--- config.mk ---
export PLATFORM = sky130hd
export DESIGN_NAME = bead_width_distributor_flat
export DESIGN_NICKNAME = d
export VERILOG_FILES = /design/src/rtl/bwd_pkg.sv /design/src/rtl/bwd_in_if.sv /design/src/rtl/bwd_out_if.sv /design/src/rtl/bwd_ctrl.sv /design/src/rtl/bwd_dpath.sv /design/src/rtl/bead_width_distributor.sv /design/src/flat_wrapper.sv
export VERILOG_INCLUDE_DIRS = /design/src /design/src/rtl
export SDC_FILE = /design/constraint.sdc
export NUM_CORES = 1
export LEC_CHECK = 0
export ABC_AREA = 1
export BUFFER_PORTS_ARGS = -buffer_cell sky130_fd_sc_hd__buf_2
export CELL_PAD_IN_SITES_DETAIL_PLACEMENT = 0
export CELL_PAD_IN_SITES_GLOBAL_PLACEMENT = 1
export CORE_MARGIN = 8
export CORE_UTILIZATION = 40
export CTS_BUF_LIST = sky130_fd_sc_hd__clkbuf_8
export CTS_CLUSTER_SIZE = 28
export DETAILED_ROUTE_END_ITERATION = 10
export HOLD_SLACK_MARGIN = 0.12
export PLACE_DENSITY_LB_ADDON = 0.12
export REMOVE_ABC_BUFFERS = 1
export SLEW_MARGIN = 20
export SYNTH_ARGS = -nofsm -noshare
export SYNTH_HDL_FRONTEND = slang
export SYNTH_SLANG_ARGS = --single-unit
--- constraint.sdc ---
create_clock -name clk -period 9.1 [get_ports clk]
set_input_delay 1.82 -clock clk [delete_from_list [all_inputs] [get_ports clk]]
set_output_delay 1.82 -clock clk [all_outputs]
set_load 0.1 [all_outputs]
--- src/rtl/bead_width_distributor_assert.svh ---
// Assertion macros shared by the bead width distributor RTL
`ifndef BEAD_WIDTH_DISTRIBUTOR_ASSERT_SVH
`define BEAD_WIDTH_DISTRIBUTOR_ASSERT_SVH

// Same-cycle implication, off during reset
`define BWD_ASSERT_SAME(label, clk, rst_n, ante, cons) \
  label: assert property (@(posedge clk) disable iff (!rst_n) (ante) |-> (cons)) \
    else $error("bead width distributor: same-cycle check failed");

// Next-cycle implication, off during reset
`define BWD_ASSERT_NEXT(label, clk, rst_n, ante, cons) \
  label: assert property (@(posedge clk) disable iff (!rst_n) (ante) |=> (cons)) \
    else $error("bead width distributor: next-cycle check failed");

`endif

--- src/rtl/bwd_pkg.sv ---
// ----------------------------------------------------------------------------
// bwd_pkg
// Field widths, reset constants and controller/datapath handshake types.
// ----------------------------------------------------------------------------
package bwd_pkg;

  localparam int THICK_W = 20;
  localparam int COUNT_W = 7;
  localparam int NUM_W   = 6;
  localparam int BEAD_W  = 24;
  localparam int OPT_W   = 16;

  localparam logic [OPT_W-1:0] OPT_RESET = 16'd400;

  // Commands from controller to datapath
  typedef struct packed {
    logic capture;
    logic mul;
    logic sub;
    logic step;
  } bwd_cmd_t;

  // Status from datapath to controller
  typedef struct packed {
    logic is_last;
    logic out_free;
  } bwd_sts_t;

endpackage

--- src/rtl/bwd_in_if.sv ---
// ----------------------------------------------------------------------------
// bwd_in_if
// Input item channel: wall thickness and bead count with valid/ready.
// ----------------------------------------------------------------------------
interface bwd_in_if
  import bwd_pkg::*;
  ();
  logic               valid;
  logic               ready;
  logic [THICK_W-1:0] thickness;
  logic [COUNT_W-1:0] num_beads;

  modport source (output valid, output thickness, output num_beads, input ready);
  modport sink   (input valid, input thickness, input num_beads, output ready);
endinterface

--- src/rtl/bwd_out_if.sv ---
// ----------------------------------------------------------------------------
// bwd_out_if
// Result item channel: one bead description per item with valid/ready.
// ----------------------------------------------------------------------------
interface bwd_out_if
  import bwd_pkg::*;
  ();
  logic                     valid;
  logic                     ready;
  logic [NUM_W-1:0]         bead_number;
  logic signed [BEAD_W-1:0] bead_width;
  logic signed [BEAD_W-1:0] center_location;
  logic                     has_bead;
  logic [THICK_W-1:0]       unfilled;
  logic                     last;

  modport source (output valid, output bead_number, output bead_width,
                  output center_location, output has_bead, output unfilled,
                  output last, input ready);
  modport sink   (input valid, input bead_number, input bead_width,
                  input center_location, input has_bead, input unfilled,
                  input last, output ready);
endinterface

--- src/rtl/bwd_ctrl.sv ---
// ----------------------------------------------------------------------------
// bwd_ctrl
// Sequencer: take an item, form the middle width, then step one bead a cycle while the output has room.
// ----------------------------------------------------------------------------
`include "bead_width_distributor_assert.svh"

module bwd_ctrl
  import bwd_pkg::*;
(
  input  logic     clk,
  input  logic     rst_n,
  input  logic     in_valid,
  output logic     in_ready,
  output bwd_cmd_t cmd,
  input  bwd_sts_t sts
);

  typedef enum logic [1:0] {
    S_IDLE,
    S_MUL,
    S_SUB,
    S_EMIT
  } state_t;

  state_t state_r, state_nxt;
  logic   in_ready_r, in_ready_nxt;

  // Decode commands from the current state
  always_comb begin
    cmd         = '0;
    cmd.capture = (state_r == S_IDLE) && in_valid && in_ready_r;
    cmd.mul     = (state_r == S_MUL);
    cmd.sub     = (state_r == S_SUB);
    cmd.step    = (state_r == S_EMIT) && sts.out_free;
  end

  // Next state
  always_comb begin
    state_nxt    = state_r;
    in_ready_nxt = in_ready_r;
    unique case (state_r)
      S_IDLE: begin
        if (cmd.capture) begin
          state_nxt    = S_MUL;
          in_ready_nxt = 1'b0;
        end
      end
      S_MUL: state_nxt = S_SUB;
      S_SUB: state_nxt = S_EMIT;
      S_EMIT: begin
        if (cmd.step && sts.is_last) begin
          state_nxt    = S_IDLE;
          in_ready_nxt = 1'b1;
        end
      end
      default: begin
        state_nxt    = S_IDLE;
        in_ready_nxt = 1'b1;
      end
    endcase
  end

  // Hold state and the registered ready
  always_ff @(posedge clk) begin
    if (!rst_n) begin
      state_r    <= S_IDLE;
      in_ready_r <= 1'b1;
    end else begin
      state_r    <= state_nxt;
      in_ready_r <= in_ready_nxt;
    end
  end

  assign in_ready = in_ready_r;

  `BWD_ASSERT_SAME(a_step_needs_room, clk, rst_n, cmd.step, sts.out_free)
  `BWD_ASSERT_NEXT(a_last_returns_idle, clk, rst_n, cmd.step && sts.is_last,
                   state_r == S_IDLE && in_ready)
  `BWD_ASSERT_NEXT(a_capture_blocks_input, clk, rst_n, cmd.capture, !in_ready && !cmd.capture)

endmodule

--- src/rtl/bwd_dpath.sv ---
// ----------------------------------------------------------------------------
// bwd_dpath
// Datapath: optimal width register, middle width calculation, location
// accumulator and the result output register.
// ----------------------------------------------------------------------------
module bwd_dpath
  import bwd_pkg::*;
#(
  parameter int MAX_BEADS = 64
) (
  input  logic                     clk,
  input  logic                     rst_n,
  input  logic                     cfg_we,
  input  logic [OPT_W-1:0]         cfg_wdata,
  input  logic [THICK_W-1:0]       in_thickness,
  input  logic [COUNT_W-1:0]       in_num_beads,
  input  bwd_cmd_t                 cmd,
  output bwd_sts_t                 sts,
  output logic                     out_valid,
  input  logic                     out_ready,
  output logic [NUM_W-1:0]         out_bead_number,
  output logic signed [BEAD_W-1:0] out_bead_width,
  output logic signed [BEAD_W-1:0] out_center_location,
  output logic                     out_has_bead,
  output logic [THICK_W-1:0]       out_unfilled,
  output logic                     out_last
);

  localparam int CW = $clog2(MAX_BEADS + 1);
  localparam int IW = $clog2(MAX_BEADS);
  localparam int SW = (CW > COUNT_W) ? CW : COUNT_W;
  localparam int PW = CW + OPT_W;
  localparam int DW = ((PW > THICK_W) ? PW : THICK_W) + 1;

  logic [OPT_W-1:0]         opt_width_r;
  logic [THICK_W-1:0]       thick_r;
  logic [CW-1:0]            n_r;
  logic [PW-1:0]            prod_r;
  logic signed [DW-1:0]     mid_r;
  logic [IW-1:0]            idx_r;
  logic signed [DW-1:0]     prev_r;
  logic [BEAD_W-1:0]        loc_r;
  logic                     out_valid_r;
  logic [NUM_W-1:0]         out_num_r;
  logic signed [BEAD_W-1:0] out_width_r;
  logic signed [BEAD_W-1:0] out_loc_r;
  logic                     out_has_r;
  logic [THICK_W-1:0]       out_left_r;
  logic                     out_last_r;

  logic [SW-1:0]        cnt_ext;
  logic [CW-1:0]        n_sat;
  logic [CW-1:0]        mcnt;
  logic signed [DW-1:0] diff;
  logic signed [DW-1:0] mid_nxt;
  logic [CW-1:0]        idx_ext;
  logic [CW-1:0]        n_half;
  logic                 is_mid;
  logic signed [DW-1:0] cur;
  logic signed [DW:0]   pair_sum;
  logic signed [DW:0]   pair_half;
  logic [BEAD_W-1:0]    loc_nxt;
  logic                 n_zero;
  logic                 is_last;

  // Saturate the count to the supported bead range
  assign cnt_ext = SW'(in_num_beads);
  assign n_sat   = (cnt_ext > SW'(MAX_BEADS)) ? CW'(MAX_BEADS) : CW'(cnt_ext);

  // Multiplier operand: count minus one (odd) or count minus two (even)
  assign mcnt = n_r - CW'(2) + CW'(n_r[0]);

  // Middle width, halved toward zero for an even count
  assign diff    = $signed(DW'(thick_r)) - $signed(DW'(prod_r));
  assign mid_nxt = n_r[0] ? diff : ((diff + $signed(DW'(diff[DW-1]))) >>> 1);

  // Pick the width of the current bead
  assign idx_ext = CW'(idx_r);
  assign n_half  = n_r >> 1;
  assign is_mid  = n_r[0] ? (idx_ext == n_half)
                          : ((idx_ext == n_half) || (idx_ext + CW'(1) == n_half));
  assign cur     = is_mid ? mid_r : $signed(DW'(opt_width_r));

  // Advance the center location by half the neighbor sum, toward zero
  assign pair_sum  = (DW+1)'(cur) + (DW+1)'(prev_r);
  assign pair_half = (pair_sum + $signed((DW+1)'(pair_sum[DW]))) >>> 1;
  assign loc_nxt   = loc_r + BEAD_W'(pair_half);

  assign n_zero  = (n_r == '0);
  assign is_last = n_zero || (idx_ext == n_r - CW'(1));

  assign sts.is_last  = is_last;
  assign sts.out_free = !out_valid_r || out_ready;

  // Control registers: configuration and output valid
  always_ff @(posedge clk) begin
    if (!rst_n) begin
      opt_width_r <= OPT_RESET;
      out_valid_r <= 1'b0;
    end else begin
      if (cfg_we) begin
        opt_width_r <= cfg_wdata;
      end
      if (cmd.step) begin
        out_valid_r <= 1'b1;
      end else if (out_ready) begin
        out_valid_r <= 1'b0;
      end
    end
  end

  // Payload registers
  always_ff @(posedge clk) begin
    if (cmd.capture) begin
      thick_r <= in_thickness;
      n_r     <= n_sat;
      idx_r   <= '0;
      prev_r  <= '0;
      loc_r   <= '0;
    end
    if (cmd.mul) begin
      prod_r <= PW'(mcnt) * PW'(opt_width_r);
    end
    if (cmd.sub) begin
      mid_r <= mid_nxt;
    end
    if (cmd.step) begin
      idx_r  <= idx_r + IW'(1);
      prev_r <= cur;
      loc_r  <= loc_nxt;
      out_last_r <= is_last;
      if (n_zero) begin
        out_num_r   <= '0;
        out_width_r <= '0;
        out_loc_r   <= '0;
        out_has_r   <= 1'b0;
        out_left_r  <= thick_r;
      end else begin
        out_num_r   <= NUM_W'(idx_r);
        out_width_r <= BEAD_W'(cur);
        out_loc_r   <= loc_nxt;
        out_has_r   <= 1'b1;
        out_left_r  <= '0;
      end
    end
  end

  assign out_valid           = out_valid_r;
  assign out_bead_number     = out_num_r;
  assign out_bead_width      = out_width_r;
  assign out_center_location = out_loc_r;
  assign out_has_bead        = out_has_r;
  assign out_unfilled        = out_left_r;
  assign out_last            = out_last_r;

endmodule

--- src/rtl/bead_width_distributor.sv ---
// ----------------------------------------------------------------------------
// bead_width_distributor
// Splits a wall thickness over a number of beads, one result item per bead.
// ----------------------------------------------------------------------------
// Usage:
//   in_chan carries one item (thickness, num_beads); out_chan returns one
//   item per bead from the outside inward, last set on the final one. A count
//   of zero returns a single item with has_bead low and the thickness as
//   unfilled. Counts above MAX_BEADS are saturated.
//   cfg_we/cfg_wdata write the outer bead width (reset 400); write only while idle.
// Sequence:
//   After an item is accepted, the middle width is formed by a multiply and
//   then a subtract, then the sequencer emits one bead per cycle while the
//   output register is free. The next item is accepted as soon as the last
//   result sits in the output register, even if it has not been taken.
// Reset and stall:
//   Synchronous active-low reset returns the sequencer to idle, drops any
//   pending result and restores the outer bead width. When out_chan.ready is
//   low the output register holds its item and the bead sequencer waits.
// ----------------------------------------------------------------------------
module bead_width_distributor
  import bwd_pkg::*;
#(
  parameter int MAX_BEADS = 64
) (
  input  logic             clk,
  input  logic             rst_n,
  input  logic             cfg_we,
  input  logic [OPT_W-1:0] cfg_wdata,
  bwd_in_if.sink           in_chan,
  bwd_out_if.source        out_chan
);

  bwd_cmd_t cmd;
  bwd_sts_t sts;

  // Sequencer
  bwd_ctrl u_ctrl (
    .clk      (clk),
    .rst_n    (rst_n),
    .in_valid (in_chan.valid),
    .in_ready (in_chan.ready),
    .cmd      (cmd),
    .sts      (sts)
  );

  // Arithmetic and output register
  bwd_dpath #(
    .MAX_BEADS (MAX_BEADS)
  ) u_dpath (
    .clk                 (clk),
    .rst_n               (rst_n),
    .cfg_we              (cfg_we),
    .cfg_wdata           (cfg_wdata),
    .in_thickness        (in_chan.thickness),
    .in_num_beads        (in_chan.num_beads),
    .cmd                 (cmd),
    .sts                 (sts),
    .out_valid           (out_chan.valid),
    .out_ready           (out_chan.ready),
    .out_bead_number     (out_chan.bead_number),
    .out_bead_width      (out_chan.bead_width),
    .out_center_location (out_chan.center_location),
    .out_has_bead        (out_chan.has_bead),
    .out_unfilled        (out_chan.unfilled),
    .out_last            (out_chan.last)
  );

endmodule

--- src/flat_wrapper.sv ---
// flat-port wrapper written by rule: the top's interface ports become plain ports
module bead_width_distributor_flat import bwd_pkg::*;
#(
  parameter int MAX_BEADS = 64
)
  (clk, rst_n, cfg_we, cfg_wdata, in_chan_valid, in_chan_thickness, in_chan_num_beads, in_chan_ready, out_chan_valid, out_chan_bead_number, out_chan_bead_width, out_chan_center_location, out_chan_has_bead, out_chan_unfilled, out_chan_last, out_chan_ready);
  bwd_in_if in_chan_i ();
  bwd_out_if out_chan_i ();
  input  logic clk;
  input  logic rst_n;
  input  logic cfg_we;
  input  logic [OPT_W-1:0] cfg_wdata;
  input wire logic [$bits(in_chan_i.valid)-1:0] in_chan_valid;
  input wire logic [$bits(in_chan_i.thickness)-1:0] in_chan_thickness;
  input wire logic [$bits(in_chan_i.num_beads)-1:0] in_chan_num_beads;
  output wire logic [$bits(in_chan_i.ready)-1:0] in_chan_ready;
  output wire logic [$bits(out_chan_i.valid)-1:0] out_chan_valid;
  output wire logic [$bits(out_chan_i.bead_number)-1:0] out_chan_bead_number;
  output wire logic [$bits(out_chan_i.bead_width)-1:0] out_chan_bead_width;
  output wire logic [$bits(out_chan_i.center_location)-1:0] out_chan_center_location;
  output wire logic [$bits(out_chan_i.has_bead)-1:0] out_chan_has_bead;
  output wire logic [$bits(out_chan_i.unfilled)-1:0] out_chan_unfilled;
  output wire logic [$bits(out_chan_i.last)-1:0] out_chan_last;
  input wire logic [$bits(out_chan_i.ready)-1:0] out_chan_ready;
  assign in_chan_i.valid = in_chan_valid;
  assign in_chan_i.thickness = in_chan_thickness;
  assign in_chan_i.num_beads = in_chan_num_beads;
  assign in_chan_ready = in_chan_i.ready;
  assign out_chan_valid = out_chan_i.valid;
  assign out_chan_bead_number = out_chan_i.bead_number;
  assign out_chan_bead_width = out_chan_i.bead_width;
  assign out_chan_center_location = out_chan_i.center_location;
  assign out_chan_has_bead = out_chan_i.has_bead;
  assign out_chan_unfilled = out_chan_i.unfilled;
  assign out_chan_last = out_chan_i.last;
  assign out_chan_i.ready = out_chan_ready;
  bead_width_distributor #(.MAX_BEADS(MAX_BEADS)) u_core (.clk(clk), .rst_n(rst_n), .cfg_we(cfg_we), .cfg_wdata(cfg_wdata), .in_chan(in_chan_i), .out_chan(out_chan_i));
endmodule
==> results.cfg <==
[synthesis]
synth-seq-cells = 223
synth_cells = 2082
synth_async_sr_flop_share = 0
synth_warnings = 0
synth_area_sq_mm = 0.0171
syn_area_per_cell_sq_um = 8.21
ys.flop_type = edfxtp_1
ys_seq_area_frac = 0.380
yosys.cell_types.count = 54
synth_edf_count = 203

[drt]
vias = 13800
antenna_left = 0
wire_per_inst_um = 16.8
vias_per_cell = 4.93
drt_iter0_drc = 659
drcViolationCount = 0
first_pass_iters = 7
drt_wl_total_um = 47000

[layout]
final_common_cell = nand2_1
antennaDiodeCount = 0
nets = 2459
syn_to_final_growth_pct = 11.4
fill_cells = 4316
multi_input_comb_area_sq_mm = 0.00911
final_cell_mix = nand2_1, inv_1, nor2_1
seq_area_sq_mm = 0.00650
drive_gt1_frac = 0.116

[global_route]
grt_pass1_wl_um = 74900
first_global_vias = 14400
grt_max_degree = 60
antenna_found_initial = 0
track_usage = 0.190
overflow = 0

[timing]
rsz0062_at_grt = no
slew_violations = 0
period_minus_slack_ns = 7.86
min_period_over_period = 0.864
fin_skew_ns = 0.0453
fmax_ghz = 0.127
hold_violations = 0
setup-violations-final = 0
max_slew_margin = 0.338
fin_ws_ns = 1.24
worst_pin_slew_ns = 0.987
fin_tns_setup_ns = 0

[hold_path]
holdCritPathClass = reg2reg
holdPathStages = 2

[clocking]
cts_tree = yes
clkTransAtPathRegs_ns = 0.06
cts.sinks = 223
cts_hold_buf = 0
clock_latency_ns = 0.61
cts_setup_buffers = 0
cts_buffer_depth = 3
cts-resized-gates = 0
cts-buffers-inserted = 41
cts_root_buf = clkbuf_8
htreeDepth = 2

[worst_setup_path]
cpMaxStageDelayCell = clkinv_1
crit_type = reg2reg
end_kind = flip-flop
critPathMaxStageDelay_ns = 0.94
worstPathArrival_ns = 8.22
crit_fanout = 38
reg2regPathDepth = 31
cp-start-kind = flip-flop
crit_top_cell = nor2_1
critPathRequiredTime_ns = 9.45

[placed_design]
dp_hpwl_um = 37800
place_ws_ns = 1.63
port_buffers = 125
gp_congestion = 0.879

[pwr]
clkPwrFrac = 0.111
intPower_mw = 3.88
p_sw_mw = 4.17
power.density_mw_per_mm2 = 423
p_leak_nw = 9.21
ir_drop_uv = 298
p_comb_frac = 0.664
seq_power_share = 0.225
sw_frac_of_total = 0.518

[outcome]
outcome = finished clean

[floorplan]
fp-row-count = 75
die_area_sq_mm = 0.0496
die_x_um = 223
die_h_um = 223
start_util = 0.407
io_pins = 126
core_area_sq_mm = 0.0420

[run]
maxCapViolCount = 0
cell usage after synthesis (all sizes together), types with 15 or more instances:
cell type | number | area (sq um)
ha | 130 | 1630
clkbuf | 25 | 93.8
xor2 | 59 | 558
nand4 | 29 | 196
nor3 | 27 | 145
inv | 359 | 1350
fa | 60 | 1200
dfxtp | 20 | 400
o21ai | 87 | 499
edfxtp | 203 | 6100
a21oi | 111 | 571
xnor2 | 37 | 332
nand2 | 502 | 1920
nor2 | 271 | 1080
nand3b | 15 | 113
nand3 | 83 | 450
critical path, delay by kind of cell (launching register included):
kind,cells,cell delay [ns]
fa+ha+maj,8,3.50
compound gates,4,0.62
xor+xnor,1,0.07
simple gates,12,1.17
buf+inv,6,1.53
flops,1,0.70
logic make-up (layout without fill, tap and decap cells):
family | count (synthesis) | after routing | share of synthesized area
buf+inv | 396 | 566 | 0.0884
simple gates | 939 | 939 | 0.234
fa+ha+maj | 190 | 190 | 0.165
flops | 223 | 223 | 0.380
xor+xnor | 96 | 96 | 0.0520
compound gates | 238 | 238 | 0.0804
per-layer routing:
layer / global-route usage / wire length [um] / vias up
li1: - / - / 6978
met1: 0.218 / 19800 / 6463
met2: 0.346 / 23800 / 241
met3: 0.0320 / 1760 / 81
met4: 0.0767 / 1680 / 0
met5: 0 / 0 / -
flip-flops by register name (all words and copies together) (netlist names), 16 cells and up:
| register | count |
|---|---|
| u_core.u_dpath.loc_r | 24 |
| u_core.u_dpath.thick_r | 20 |
| u_core.u_dpath.out_center_location | 24 |
| u_core.u_dpath.mid_r | 24 |
| u_core.u_dpath.prev_r | 24 |
| u_core.u_dpath.out_unfilled | 20 |
| u_core.u_dpath.out_bead_width | 24 |
| u_core.u_dpath.prod_r | 22 |
| u_core.u_dpath.opt_width_r | 16 |
power by group through the flow:
| stage | clock (mW) | combinational, mW | sequential (mW) |
|---|---|---|---|
| floorplan | 0 | 3.72 | 2.11 |
| global route | 0.968 | 6.05 | 1.84 |
| finish | 0.892 | 5.34 | 1.81 |
| global placement | 0 | 5.36 | 1.84 |
| detailed placement | 0 | 5.40 | 1.84 |
| CTS | 0.928 | 5.43 | 1.82 |
area by class of cell:
cell class,instances,share of cell area
Clock buffer,41,0.0296
Clock inverter,33,0.00900
Inverter,362,0.0714
Multi-Input combinational cell,1463,0.479
Sequential cell,223,0.341
Tap cell,539,0.0354
Timing Repair Buffer,130,0.0348
worst paths after layout:
| check | slack, ns | to | from |
|---|---|---|---|
| max reg2reg | 1.24 | u_core.u_dpath.prod_r[19] | u_core.u_dpath.n_r[0] |
| min | 0.49 | u_core.u_ctrl.in_ready | u_core.u_ctrl.in_ready |
| max | 1.24 | u_core.u_dpath.prod_r[19] | u_core.u_dpath.n_r[0] |
| min reg2reg | 0.49 | u_core.u_ctrl.in_ready | u_core.u_ctrl.in_ready |
metrics by stage:
step / hold WS (ns) / cells / instance area, sq um / total power [mW] / util
after global placement: 0.479 / 2717 / 18300 / 7.19 / 0.435
after CTS: 0.501 / 2791 / 19000 / 8.18 / 0.453
after detailed placement: 0.494 / 2717 / 18300 / 7.24 / 0.435
after global routing: 0.512 / 2791 / 19000 / 8.85 / 0.453
after floorplan: 0.503 / 2048 / 16900 / 5.83 / -
final: 0.495 / 2791 / 19000 / 8.05 / 0.453
Note: power is estimated with default switching activity, not from simulation.
